--- src/hdl/hptr_pkg.sv ---
// ----------------------------------------------------------------------------
// Hex pair to two-row text: shared definitions
// Beat types, character constants, the mode encoding and the hex digit decode.
// ----------------------------------------------------------------------------
package hptr_pkg;

    localparam int DEFAULT_COLUMNS = 16;
    localparam int DEFAULT_ROWS    = 2;

    localparam int CHAR_W      = 8;
    localparam int NIBBLE_W    = 4;
    localparam int ROW_FIELD_W = 1;
    localparam int COL_FIELD_W = 4;

    localparam logic [CHAR_W-1:0] CHAR_SPACE = 8'h20;
    localparam logic [CHAR_W-1:0] CHAR_COMMA = 8'h2C;
    localparam logic [CHAR_W-1:0] PAD_GLYPH  = 8'h20;

    typedef struct packed {
        logic [CHAR_W-1:0] char_code;
        logic              no_char;
        logic              end_of_message;
    } in_beat_t;

    typedef struct packed {
        logic [ROW_FIELD_W-1:0] row;
        logic [COL_FIELD_W-1:0] column;
        logic [CHAR_W-1:0]      glyph;
        logic                   last;
    } out_beat_t;

    typedef enum logic [3:0] {
        MODE_FIRST  = 4'b0001,
        MODE_SECOND = 4'b0010,
        MODE_SKIP   = 4'b0100,
        MODE_DONE   = 4'b1000
    } mode_t;

    // Any character that is not a hex digit counts as zero.
    function automatic logic [NIBBLE_W-1:0] digit_value(input logic [CHAR_W-1:0] c);
        logic [CHAR_W-1:0] d;
        d = '0;
        if (c >= 8'h30 && c <= 8'h39) begin
            d = c - 8'h30;
        end else if (c >= 8'h61 && c <= 8'h66) begin
            d = c - 8'h57;
        end else if (c >= 8'h41 && c <= 8'h46) begin
            d = c - 8'h37;
        end
        return d[NIBBLE_W-1:0];
    endfunction

endpackage

--- src/hdl/hptr_in_stage.sv ---
// ----------------------------------------------------------------------------
// Hex pair to two-row text: input register
// Holds one accepted input beat until the engine takes it.
// ----------------------------------------------------------------------------
module hptr_in_stage (
    input  logic               aclk,
    input  logic               aresetn,
    input  logic               s_valid,
    output logic               s_ready,
    input  hptr_pkg::in_beat_t s_beat,
    input  logic               take,
    output logic               item_valid,
    output hptr_pkg::in_beat_t item_beat
);
    import hptr_pkg::*;

    logic     valid_reg;
    logic     valid_next;
    in_beat_t beat_reg;

    // The register refills in the same cycle that the engine empties it.
    assign s_ready    = !valid_reg || take;
    assign valid_next = s_valid || (valid_reg && !take);

    always_ff @(posedge aclk) begin
        if (!aresetn) begin
            valid_reg <= 1'b0;
        end else begin
            valid_reg <= valid_next;
        end
    end

    always_ff @(posedge aclk) begin
        if (s_valid && s_ready) begin
            beat_reg <= s_beat;
        end
    end

    assign item_valid = valid_reg;
    assign item_beat  = beat_reg;

endmodule

--- src/hdl/hptr_engine.sv ---
// ----------------------------------------------------------------------------
// Hex pair to two-row text: engine
// Screen position and pairing state, item decode, padding run and result register.
// ----------------------------------------------------------------------------
module hptr_engine #(
    parameter int COLUMNS = hptr_pkg::DEFAULT_COLUMNS,
    parameter int ROWS    = hptr_pkg::DEFAULT_ROWS
) (
    input  logic                aclk,
    input  logic                aresetn,
    input  logic                item_valid,
    input  hptr_pkg::in_beat_t  item_beat,
    output logic                take,
    output logic                m_valid,
    input  logic                m_ready,
    output hptr_pkg::out_beat_t m_beat
);
    import hptr_pkg::*;

    localparam int RW = $clog2(ROWS + 1);
    localparam int CW = $clog2(COLUMNS + 1);
    localparam logic [RW-1:0] LAST_ROW = RW'(ROWS - 1);
    localparam logic [CW-1:0] LAST_COL = CW'(COLUMNS - 1);

    // Architectural state
    logic [RW-1:0]       cur_row_reg, cur_row_next;
    logic [CW-1:0]       cur_col_reg, cur_col_next;
    mode_t               mode_reg, mode_next;
    logic [NIBBLE_W-1:0] hi_reg, hi_next;

    // Padding run that follows the first result of an item
    logic          run_active_reg, run_active_next;
    logic          run_all_reg, run_all_next;
    logic [RW-1:0] run_row_reg, run_row_next;
    logic [CW-1:0] run_col_reg, run_col_next;

    logic      out_valid_reg, out_valid_next;
    out_beat_t out_beat_reg, out_beat_next;

    // Decode of the waiting item
    logic                has_char, is_space, is_comma, is_end;
    logic                emit_char, comma_pad, end_pad, first_valid;
    logic                skip_has_room;
    logic [RW-1:0]       first_row, adv_first_row;
    logic [CW-1:0]       first_col, adv_first_col;
    logic [CHAR_W-1:0]   first_glyph;
    logic                first_all, first_last;
    logic                run_last;
    logic                slot_free;

    assign has_char = !item_beat.no_char;
    assign is_space = has_char && (item_beat.char_code == CHAR_SPACE);
    assign is_comma = has_char && (item_beat.char_code == CHAR_COMMA);
    assign is_end   = item_beat.end_of_message;

    assign skip_has_room = (cur_row_reg < LAST_ROW);
    assign emit_char     = has_char && (mode_reg == MODE_SECOND);
    assign comma_pad     = is_comma && (mode_reg == MODE_FIRST);

    // End of message pads from the next free cell, unless every row is done.
    always_comb begin
        end_pad   = 1'b0;
        first_row = cur_row_reg;
        first_col = cur_col_reg;
        unique case (mode_reg)
            MODE_FIRST, MODE_SECOND: begin
                end_pad = is_end && !emit_char && !comma_pad;
            end
            MODE_SKIP: begin
                end_pad = is_end && skip_has_room;
                if (!emit_char && !comma_pad) begin
                    first_row = cur_row_reg + RW'(1);
                    first_col = '0;
                end
            end
            MODE_DONE: begin
                end_pad = 1'b0;
            end
            default: begin
                end_pad = 1'b0;
            end
        endcase
    end

    assign first_valid = emit_char || comma_pad || end_pad;
    assign first_glyph = emit_char ? {hi_reg, digit_value(item_beat.char_code)} : PAD_GLYPH;
    assign first_all   = emit_char || end_pad || is_end;
    assign first_last  = (emit_char && !is_end)
                      || ((first_col == LAST_COL) && (!first_all || first_row == LAST_ROW));

    assign adv_first_row = (first_col == LAST_COL) ? first_row + RW'(1) : first_row;
    assign adv_first_col = (first_col == LAST_COL) ? '0 : first_col + CW'(1);

    assign run_last  = (run_col_reg == LAST_COL) && (!run_all_reg || run_row_reg == LAST_ROW);
    assign slot_free = !out_valid_reg || m_ready;
    assign take      = item_valid && !run_active_reg && (slot_free || !first_valid);

    // Result register and padding run
    always_comb begin
        out_valid_next  = out_valid_reg;
        out_beat_next   = out_beat_reg;
        run_active_next = run_active_reg;
        run_all_next    = run_all_reg;
        run_row_next    = run_row_reg;
        run_col_next    = run_col_reg;
        priority if (run_active_reg && slot_free) begin
            out_valid_next       = 1'b1;
            out_beat_next.row    = ROW_FIELD_W'(run_row_reg);
            out_beat_next.column = COL_FIELD_W'(run_col_reg);
            out_beat_next.glyph  = PAD_GLYPH;
            out_beat_next.last   = run_last;
            run_active_next      = !run_last;
            if (run_col_reg == LAST_COL) begin
                run_row_next = run_row_reg + RW'(1);
                run_col_next = '0;
            end else begin
                run_col_next = run_col_reg + CW'(1);
            end
        end else if (take && first_valid) begin
            out_valid_next       = 1'b1;
            out_beat_next.row    = ROW_FIELD_W'(first_row);
            out_beat_next.column = COL_FIELD_W'(first_col);
            out_beat_next.glyph  = first_glyph;
            out_beat_next.last   = first_last;
            run_active_next      = !first_last;
            run_all_next         = first_all;
            run_row_next         = adv_first_row;
            run_col_next         = adv_first_col;
        end else if (m_ready) begin
            out_valid_next = 1'b0;
        end else begin
            out_valid_next = out_valid_reg;
        end
    end

    // Pairing state, updated when an item is taken
    always_comb begin
        cur_row_next = cur_row_reg;
        cur_col_next = cur_col_reg;
        mode_next    = mode_reg;
        hi_next      = hi_reg;
        if (take) begin
            if (is_end) begin
                cur_row_next = '0;
                cur_col_next = '0;
                mode_next    = MODE_FIRST;
                hi_next      = '0;
            end else begin
                unique case (mode_reg)
                    MODE_FIRST: begin
                        if (is_comma) begin
                            cur_row_next = cur_row_reg + RW'(1);
                            cur_col_next = '0;
                            mode_next    = (cur_row_reg >= LAST_ROW) ? MODE_DONE : MODE_FIRST;
                        end else if (has_char && !is_space) begin
                            hi_next   = digit_value(item_beat.char_code);
                            mode_next = MODE_SECOND;
                        end
                    end
                    MODE_SECOND: begin
                        if (has_char) begin
                            cur_col_next = cur_col_reg + CW'(1);
                            mode_next    = (cur_col_reg >= LAST_COL) ? MODE_SKIP : MODE_FIRST;
                        end
                    end
                    MODE_SKIP: begin
                        if (is_comma) begin
                            cur_row_next = cur_row_reg + RW'(1);
                            cur_col_next = '0;
                            mode_next    = (cur_row_reg >= LAST_ROW) ? MODE_DONE : MODE_FIRST;
                        end
                    end
                    MODE_DONE: begin
                        mode_next = MODE_DONE;
                    end
                    default: begin
                        mode_next = MODE_FIRST;
                    end
                endcase
            end
        end
    end

    always_ff @(posedge aclk) begin
        if (!aresetn) begin
            cur_row_reg    <= '0;
            cur_col_reg    <= '0;
            mode_reg       <= MODE_FIRST;
            hi_reg         <= '0;
            run_active_reg <= 1'b0;
            out_valid_reg  <= 1'b0;
        end else begin
            cur_row_reg    <= cur_row_next;
            cur_col_reg    <= cur_col_next;
            mode_reg       <= mode_next;
            hi_reg         <= hi_next;
            run_active_reg <= run_active_next;
            out_valid_reg  <= out_valid_next;
        end
    end

    always_ff @(posedge aclk) begin
        run_all_reg  <= run_all_next;
        run_row_reg  <= run_row_next;
        run_col_reg  <= run_col_next;
        out_beat_reg <= out_beat_next;
    end

    assign m_valid = out_valid_reg;
    assign m_beat  = out_beat_reg;

endmodule

--- src/hdl/hex_pair_to_two_row_text.sv ---
// ----------------------------------------------------------------------------
// Hex pair to two-row text
// Turns a message of hex digit pairs into character writes for a text screen.
// ----------------------------------------------------------------------------
// Each input beat carries one message character. Pairs of hex digits become
// character writes with their row and column; a comma pads and ends the row,
// and the end of the message pads every cell not yet written, so one input
// beat can cause up to ROWS*COLUMNS result beats, the final one flagged by
// last. A beat passes an input register and then the result register, so its
// first result is shown on the cycle after it is taken into the engine. The
// engine takes one input beat and puts out one result per cycle while
// m_ready is high and no padding run is in progress; during a padding run
// the input side stalls once the input register holds a beat. Inputs that
// cause no result do not wait for m_ready, but they still wait until a
// padding run in progress has gone out.
module hex_pair_to_two_row_text #(
    parameter int COLUMNS = hptr_pkg::DEFAULT_COLUMNS,
    parameter int ROWS    = hptr_pkg::DEFAULT_ROWS
) (
    input  logic                aclk,
    input  logic                aresetn,
    input  logic                s_valid,
    output logic                s_ready,
    input  hptr_pkg::in_beat_t  s_beat,
    output logic                m_valid,
    input  logic                m_ready,
    output hptr_pkg::out_beat_t m_beat
);
    import hptr_pkg::*;

    logic     item_valid;
    in_beat_t item_beat;
    logic     take;

    hptr_in_stage u_in_stage (
        .aclk       (aclk),
        .aresetn    (aresetn),
        .s_valid    (s_valid),
        .s_ready    (s_ready),
        .s_beat     (s_beat),
        .take       (take),
        .item_valid (item_valid),
        .item_beat  (item_beat)
    );

    hptr_engine #(
        .COLUMNS (COLUMNS),
        .ROWS    (ROWS)
    ) u_engine (
        .aclk       (aclk),
        .aresetn    (aresetn),
        .item_valid (item_valid),
        .item_beat  (item_beat),
        .take       (take),
        .m_valid    (m_valid),
        .m_ready    (m_ready),
        .m_beat     (m_beat)
    );

endmodule

--- config.mk ---
export PLATFORM = sky130hd
export DESIGN_NAME = hex_pair_to_two_row_text
export DESIGN_NICKNAME = d
export VERILOG_FILES = /design/src/hdl/hptr_pkg.sv /design/src/hdl/hptr_in_stage.sv /design/src/hdl/hptr_engine.sv /design/src/hdl/hex_pair_to_two_row_text.sv
export SDC_FILE = /design/constraint.sdc
export NUM_CORES = 1
export LEC_CHECK = 0
export BUFFER_PORTS_ARGS = -buffer_cell sky130_fd_sc_hd__buf_2
export CAP_MARGIN = 20
export CORE_MARGIN = 2
export CORE_UTILIZATION = 28
export DETAILED_ROUTE_END_ITERATION = 16
export GPL_ROUTABILITY_DRIVEN = 0
export SYNTH_ARGS = -nofsm -noshare
export SYNTH_HDL_FRONTEND = slang
export SYNTH_SLANG_ARGS = --single-unit
--- constraint.sdc ---
create_clock -name aclk -period 3 [get_ports aclk]
set_input_delay 0.6 -clock aclk [delete_from_list [all_inputs] [get_ports aclk]]
set_output_delay 0.6 -clock aclk [all_outputs]
set_load 0.01 [all_outputs]
==> run metrics, run 1 <==
GRT Util Overall about an eighth; vias post-DR about 2400; Clock Pin Slew Worst Setup and Hold Paths 90 ps; reg2reg setup slack around 330 ps; vias in the first global route approximately 2200; status finished, final reports clean; share of power burned in registers 54.9%; DRT Pass-1 Iters 4; Worst Setup Slack, final ~130 ps; CTS Buffer Depth 2; EDFF count, synth 24; number of DRC markers in iteration 0 150; Core Region approximately 10000 sq um; RSZ-0062 raised after global routing no; largest net degree at the start of global routing 19; critical path launch point type flip-flop; H-tree lvl count 2; FF-to-FF Start u_engine.mode_reg[2]; Port Buf Inserts 29; Worst Hold Class flip-flop to flip-flop; Hold Startpoint u_engine.m_beat[4]; Starting Density 28.35%; dpl cells between 400 and 500; Multi-input gate area 1510 sq um; Fillers roughly 1100; Final Hold Fails 0; Avg WL per Cell about 14 um; CTS buffer count 5; CTS Hold Bufs 0; Cell variety after synth 68; Post-synth top flop dfxtp_1; share of power burned in the clock network approximately a third; PD cells between 400 and 500 nW/um^2; Yosys warning count 0; syn_nets around 320; Sequential Area between 1000 and 1500 sq um; wirelength, routed approximately 6700 um; fin cells between 400 and 500; Die Width roughly 110 um; Pint 1.046 mW; Worst Reg2Reg Path Length in Cells 8; Async SR Flop Fraction 0%; Seq cells post-synth 50; Cells after Synth just under 300; clk_skew about 7.6 ps; Largest register FFs 14; worst-margin pin slew 829.0 ps; crit path DAT 2270 ps; CTS tree yes; fmax 348.5 MHz; sequential fraction of the synthesis area between 40% and 50%; pre-CTS setup slack slightly above 200 ps; Sw Share 25.11%; Leak Pwr between 1 and 1.5 nW; TNS Setup 0 ps; max-cap violation count 0; post-DP HPWL 5041 um; vias per std cell around 5.1; Die H 105.6 um; Hold Path End u_engine.m_beat[4]; DRC 0; crit path time final 2870 ps; Gate power share between 10 and 15%; final max-slew violation count 0; CP required between 2000 and 2500 ps; ant diodes 0; worst-path fanout max 5; global-route wire length before repair roughly 11000 um; Max-slew headroom between 40 and 50%; synthesis-to-finish area growth 16.07%; nets@finish ~360; path type of the worst setup path flip-flop to primary output; GRT overflow 0; clk_lat worst skew approximately 300 ps; fin crit share roughly 96%; clock sinks 50; placement row count 37; DRT antenna net count 0; # IOs 30; Avg Synthesized Cell Area 9.890 sq um; Die ar. ~11000 sq um; Switch Pwr ~0.35 mW; Max IR drop VDD 0.0001561 V; Reg-to-Reg End u_engine.run_active_reg; Root Buffer clkbuf_8; Cell Area, Synth between 2000 and 3000 sq um; Worst Setup End Kind primary output; endpoints failing setup 0; layout cells sized above 1 22.80%; Hold Path Stages 1; initial antenna violation count 0
==> cell usage after synthesis (all sizes together) (5+ instances only) <==
library cell / instances / area, sq um
nand3: 10 / 50.05
o211ai: 7 / 57.55
clkbuf: 9 / 33.78
nand2: 27 / 101.4
nor2: 20 / 75.07
ha: 13 / 162.7
nand2b: 7 / 43.79
dfxtp: 26 / 520.5
o21ai: 12 / 63.81
a21oi: 11 / 62.56
a211oi: 5 / 37.54
nor3: 6 / 30.03
mux2i: 9 / 90.09
inv: 20 / 75.07
edfxtp: 24 / 720.7
==> stage by stage <==
stage               util (%)  instance area (sq um)  total power, mW  hold WS (ps)
finish                 32.91                   3352            1.396         467.7
global route           32.91                   3352            1.450         449.7
CTS                    32.64                   3324            1.404         457.7
detailed placement     31.44                   3202           0.9481         447.9
global placement       31.44                   3202           0.9457         443.0
floorplan                  -                   2888           0.8973         436.3
==> power groups by stage <==
stage	sequential [mW]	clock, mW	combinational, mW
2_1_floorplan	0.774	0	0.123
4_1_cts	0.766	0.469	0.169
5_1_grt	0.770	0.491	0.189
3_5_place_dp	0.783	0	0.165
3_3_place_gp	0.782	0	0.164
6_report	0.766	0.458	0.171
==> timing repair <==
item | CTS | global route
gates resized for setup | 3 | 3
buffers inserted | 1 | 3
setup endpoints to repair | 1 | 1
==> worst max-delay path by stage <==
stage	from	to	depth (start not counted)
detailed placement	u_engine.mode_reg[2]	u_engine.run_active_reg	8
global placement	u_engine.mode_reg[0]	s_ready	6
finish	u_in_stage.item_beat[9]	s_ready	6
global route	u_in_stage.item_beat[2]	s_ready	8
floorplan	u_engine.mode_reg[3]	u_engine.run_active_reg	11
CTS	u_in_stage.item_beat[9]	s_ready	6
==> placed cells by master, fill, tap and decap left out, types with 4 or more instances in the layout <==
cell type,n
clkbuf_8,5
nor3_1,6
o31ai_1,4
nor2_1,20
nand3_1,10
o21ai_0,10
ha_1,13
a211oi_1,5
mux2i_1,9
o211ai_1,6
edfxtp_1,24
nand2_1,27
xor2_1,4
a21oi_1,8
dfxtp_1,23
buf_4,13
inv_1,19
o22ai_1,4
nand2b_1,7
nor2b_1,4
nor3b_1,4
xnor2_1,4
a32o_1,4
buf_2,29
==> cells by family (layout without fill, tap and decap cells) <==
| group | count (synthesis) | after routing | share of synthesized area [%] |
|---|---|---|---|
| buf+inv | 33 | 70 | 4.982 |
| compound gates | 82 | 82 | 21.92 |
| simple gates | 96 | 96 | 18.41 |
| flops | 50 | 50 | 42.98 |
| xor+xnor | 8 | 8 | 2.426 |
| mux | 10 | 10 | 3.639 |
| fa+ha+maj | 13 | 13 | 5.633 |
==> cell type report <==
type	count	share of cell area [%]
repair buffers	42	7.242
well taps	136	5.077
multi-input cells	209	45.05
clock buffers	8	3.247
flip-flops and latches	50	37.14
inverters	20	2.240
==> critical path, cell delays in order, from the launching register on <==
cell and delay, ps:
edfxtp_1 430, or4b_4 590, or3_4 410, o211a_4 170, a21oi_2 170, inv_1 50, buf_2 130
==> metal layers <==
layer  up-vias  global-route usage, %  share of wire, %
met5         -                      0                 0
li1       1170                      -                 -
met3         6                  2.288               3.2
met1      1148                  15.82                48
met2        45                  20.55                48
met4         0                  2.538              0.56
(Power assumes the default switching activity.)
==> inputs of run 2 (changes only) <==
- CORE_UTILIZATION: 28 -> 59
- PLACE_DENSITY: not set -> 0.8
==> run 2 against run 1 <==
Effect of this change: critical path depth stayed put; combinational power up 3%; global-route usage rose by 14 points; critical path type unchanged; highest routed layer unchanged.
==> run metrics, run 2 (synthesized netlist as in run 1, its figures left out) <==
path type of the worst setup path flip-flop to primary output; Final Hold Fails 0 (unchanged); total power 1.361 mW (-2.5%); clk_skew 4.342 ps (-3.303 ps); global-route wire length before repair 10940 um (-0.26%); Port Buf Inserts 29 (unchanged); max-cap violation count 0 (unchanged); wirelength, routed 6563 um (-1.5%); GRT overflow 0 (unchanged); CTS buffer count 5 (unchanged); ant diodes 0 (unchanged); nets@finish 356 (+0.28%); Fillers 357 (-68%); Clock Pin Slew Worst Setup and Hold Paths 90 ps (about the same); DRC 0 (unchanged); Core Region 4723 sq um (-54%); worst-margin pin slew 609.6 ps (-219.4 ps); Worst Setup Slack, final 88.03 ps (-42.43 ps); CTS tree yes; CTS Buffer Depth 2 (unchanged); Starting Density 61.14% (+33 points); Worst Setup End Kind primary output; Avg WL per Cell 16.53 um (+15%); layout cells sized above 1 22.42% (-0.37 points); fin crit share 97.07% (+1.4 points); DRT antenna net count 0 (unchanged); status finished, final reports clean; H-tree lvl count 2 (unchanged); crit path time final 2912 ps (+42.43 ps); commonest non-fill, non-tap cell in the layout buf_2; PD cells 417.4 nW/um^2 (+0.20%); initial antenna violation count 0 (unchanged); synthesis-to-finish area growth 12.95%; largest net degree at the start of global routing 19 (unchanged); Root Buffer clkbuf_8; DRT Pass-1 Iters 5 (+1); CP required 2400 ps (about the same); Max IR drop VDD 0.0003627 V (+130%); Die ar. 5470 sq um (-51%); RSZ-0062 raised after global routing no; crit path DAT 2310 ps (+40 ps); Worst Hold Class input port to flip-flop; placement row count 25 (-32%); fmax 343.4 MHz (-1.5%); Leak Pwr 1.281 nW (-0.14%); vias in the first global route 2409 (+7.2%); number of DRC markers in iteration 0 259 (+73%); Largest register FFs 14 (unchanged); TNS Setup 0 ps (unchanged); Die H 73.96 um (-30%); pre-CTS setup slack 279.0 ps (+75.06 ps); clock sinks 50 (unchanged); GRT Util Overall 26.05% (+14 points); critical path launch point type flip-flop; # IOs 30 (unchanged); Die Width 73.96 um (-30%); vias post-DR 2433 (+2.7%); endpoints failing setup 0 (unchanged); worst-path fanout max 10 (+5); post-DP HPWL 4825 um (-4.3%); vias per std cell 6.128 (+20%); Max-slew headroom 58.84% (+14 points); commonest cells after routing, fill and taps aside buf_2 (29), nand2_1 (27), dfxtp_1 (25); clk_lat worst skew 300 ps (about the same); final max-slew violation count 0 (unchanged)
-- run 2: cell types whose count changed in the layout (fill, tap and decap cells not counted) --
cell,before,now
clkbuf_16,1,0
dfxtp_1,23,25
clkbuf_4,2,0
buf_4,13,14
dfxtp_2,3,1
clkinv_4,0,2
clkbuf_8,5,6
-- run 2: final cells by class --
class | count | area, sq um | area share, %
inverters | 20 | 75.07 | 2.301
flip-flops and latches | 50 | 1242 | 38.09
repair buffers | 43 | 250.2 | 7.672
well taps | 67 | 83.83 | 2.570
clock buffers | 6 | 82.58 | 2.532
multi-input cells | 209 | 1510 | 46.30
clock inverters | 2 | 17.52 | 0.5370
-- run 2: final timing paths --
| path | start | to | slack [ps] | depth (start not counted) |
|---|---|---|---|---|
| max | u_engine.mode_reg[2] | s_ready | 90 | 6 |
| min reg2reg | u_engine.hi_reg[1] | u_engine.hi_reg[1] | 470 | 2 |
| min | s_beat[4] | u_in_stage.item_beat[4] | 470 | 1 |
| max reg2reg | u_engine.mode_reg[2] | u_engine.run_active_reg | 260 | 8 |
-- run 2: routing by layer --
metal	global-route usage [%]	up-vias	share of wire, %
li1	-	1166	-
met1	32.75	1152	43
met2	43.95	95	48
met3	5.149	20	6.4
met4	10.91	0	2.2
met5	0	-	0
-- run 2: repair_timing --
| item | CTS | global route |
|---|---|---|
| resized for setup | 1 | 3 |
| hold endpoints to repair | 0 | 0 |
| setup buffers | 0 | 3 |
| endpoints found under the setup margin | 1 | 1 |
| hold buffers | 0 | 0 |
-- run 2: power by group --
part	internal, mW	switching [mW]
registers	0.742	0.0248
logic	0.0713	0.104
clock network	0.190	0.229
total	1.00	0.358
-- run 2: through the flow --
step                area [sq um]  hold slack [ps]  utilization [%]  instances
global route                3262            453.4            69.06        397
detailed placement          3131            441.8            66.28        386
CTS                         3234            459.8            68.48        394
global placement            3131            446.8            66.28        386
floorplan                   2888            436.3                -        292
finish                      3262            466.7            69.06        397
-- run 2: critical path, cell delays in order, from the launching register on --
cell and delay [ps]:
dfxtp_1 420, or4b_4 600, or3_4 430, o211a_4 170, a21oi_2 200, inv_1 50
buf_2 130
==> inputs of run 3 (changes only) <==
- CORE_UTILIZATION: 59 -> 60
- CTS_BUF_LIST: not set -> sky130_fd_sc_hd__clkbuf_8
- PLACE_DENSITY: 0.8 -> 0.81
==> run 3 against run 2 <==
Effect of this change: count of clock-buffer cells in the layout decreased by 1; combinational power about the same; critical path depth unchanged.
==> run metrics, run 3 (synthesized netlist as in run 1, its figures left out) <==
status finished, final reports clean; Placed Area 3107 sq um (-0.76%); # IOs 30 (unchanged); clock sinks 50 (unchanged); Avg WL per Cell 17.00 um (+2.8%); placement row count 25 (unchanged); CP required 2400 ps (about the same); CTS buffer count 5 (unchanged); GRT overflow 0 (unchanged); commonest non-fill, non-tap cell in the layout buf_2; worst-margin pin slew 569.8 ps (-39.81 ps); initial antenna violation count 0 (unchanged); Worst Setup End Kind primary output; critical path's top delay family simple AND/OR/NAND/NOR gates; critical path depth 6 (unchanged); FF-to-FF Start u_engine.mode_reg[2]; endpoints failing setup 0 (unchanged); DRT Pass-1 Iters 4 (-1); Max IR drop VDD 0.0003029 V (-16%); RSZ-0062 raised after global routing no; commonest cells after routing, fill and taps aside buf_2 (29), nand2_1 (27), dfxtp_1 (25); max-cap violation count 0 (unchanged); TNS Setup 0 ps (unchanged); Max-slew headroom 61.69% (+2.8 points); crit path time final 2917 ps (+5.320 ps); CP Buf/Inv Count 2 (unchanged); critical path endpoint s_ready; Final Hold Fails 0 (unchanged); Worst Hold Class input port to flip-flop; Largest register FFs 14 (unchanged); reg2reg setup slack 310 ps (+50 ps); ant diodes 0 (unchanged); fmax 342.8 MHz (-0.18%); Leak Pwr 1.279 nW (-0.14%); CTS Buffer Depth 2 (unchanged); clk_skew 11.33 ps (+6.985 ps); global-route wire length before repair 10670 um (-2.5%); Die ar. 5384 sq um (-1.6%); Reg-to-Reg End u_engine.run_active_reg; Root Buffer clkbuf_8; nets@finish 356 (unchanged); DRC 0 (unchanged); clk_lat worst skew 310 ps (about the same); Die Width 73.38 um (-0.79%); largest net degree at the start of global routing 20 (+1); Starting Density 61.55% (+0.41 points); worst-path cell chain or4b_4, or3_4, o211a_4, a21oi_2, inv_1, buf_2; largest stage delay on the critical path 580 ps (-20 ps); synthesis-to-finish area growth 12.30%; GRT Util Overall 25.77% (-0.29 points); critical path launch point type flip-flop; CP startpoint u_engine.mode_reg[2]; fin crit share 97.24% (+0.18 points); PD cells 421.7 nW/um^2 (+1.0%); Die H 73.38 um (-0.79%); crit path DAT 2320 ps (about the same); post-DP HPWL 4844 um (+0.39%); vias in the first global route 2299 (-4.6%); final max-slew violation count 0 (unchanged); vias post-DR 2371 (-2.5%); vias per std cell 6.174 (+0.75%); DRT antenna net count 0 (unchanged); Port Buf Inserts 29 (unchanged); Core Region 4692 sq um (-0.66%); number of DRC markers in iteration 0 328 (+27%); CTS tree yes; wirelength, routed 6527 um (-0.55%); cell area after layout 3243 sq um (-0.58%); Clock Pin Slew Worst Setup and Hold Paths 110 ps (+20 ps); H-tree lvl count 2 (unchanged); worst-path fanout max 14 (+4); CP max stage cell or4b_4; path type of the worst setup path flip-flop to primary output; layout cells sized above 1 22.42% (unchanged); Worst Reg2Reg Path Length in Cells 8 (unchanged)
[run 3: cell type report]
cell class	count	area, sq um
clock buffers	5	68.82
fillers	361	1449
inverters	20	75.07
multi-input cells	209	1510
clock inverters	3	28.78
repair buffers	43	250.2
flip-flops and latches	50	1242
well taps	54	67.56
[run 3: what timing repair did]
item / CTS / global route
pin swaps: 0 / 0
hold buffers: 0 / 0
setup endpoints to repair: 1 / 1
hold endpoints to repair: 0 / 0
gates resized for setup: 2 / 2
buffers inserted: 0 / 4
[run 3: per-stage QoR]
| stage | util, % | hold slack (ps) | setup slack [ps] | cells | total power, mW |
|---|---|---|---|---|---|
| 2_1_floorplan | - | 436.3 | 293.3 | 292 | 0.8973 |
| 3_3_place_gp | 66.21 | 446.3 | 315.1 | 372 | 0.9439 |
| 3_5_place_dp | 66.21 | 441.4 | 204.1 | 372 | 0.9493 |
| 4_1_cts | 68.40 | 451.0 | 34.29 | 380 | 1.367 |
| 5_1_grt | 69.12 | 450.6 | 0.5629 | 384 | 1.416 |
| 6_report | 69.12 | 457.9 | 82.71 | 384 | 1.368 |
[run 3: worst min-delay path by stage]
stage,from,endpoint,cells after the start
2_1_floorplan,u_engine.hi_reg[1],u_engine.m_beat[6],1
6_report,s_beat[0],u_in_stage.item_beat[0],1
3_3_place_gp,u_engine.hi_reg[1],u_engine.m_beat[6],1
3_5_place_dp,u_engine.m_beat[2],u_engine.m_beat[2],1
5_1_grt,s_beat[2],u_in_stage.item_beat[2],1
4_1_cts,s_beat[0],u_in_stage.item_beat[0],1
[run 3: power breakdown]
group | internal [mW] | leakage, nW | switching (mW) | total (mW)
combinational | 0.0718 | 0.789 | 0.107 | 0.179
clock | 0.173 | 0.0502 | 0.252 | 0.425
sequential | 0.742 | 0.440 | 0.0224 | 0.764
total | 0.987 | 1.28 | 0.381 | 1.37
[run 3: per-layer routing]
| metal | vias to the layer above | share of wire (%) | global-route usage (%) |
|---|---|---|---|
| met3 | 13 | 4.6 | 3.841 |
| met5 | - | 0 | 0 |
| met4 | 0 | 2.0 | 9.697 |
| li1 | 1161 | - | - |
| met2 | 76 | 49 | 42.94 |
| met1 | 1121 | 44 | 33.95 |
[run 3: worst reg2reg max path: cells and delay by family (launching register included)]
kind / cells / cell delay, ps
AND/OR/NAND/NOR: 4 / 1260
AO/OA/AOI/OAI: 3 / 630
flip-flops: 1 / 490
adder cells (fa/ha/maj): 1 / 220
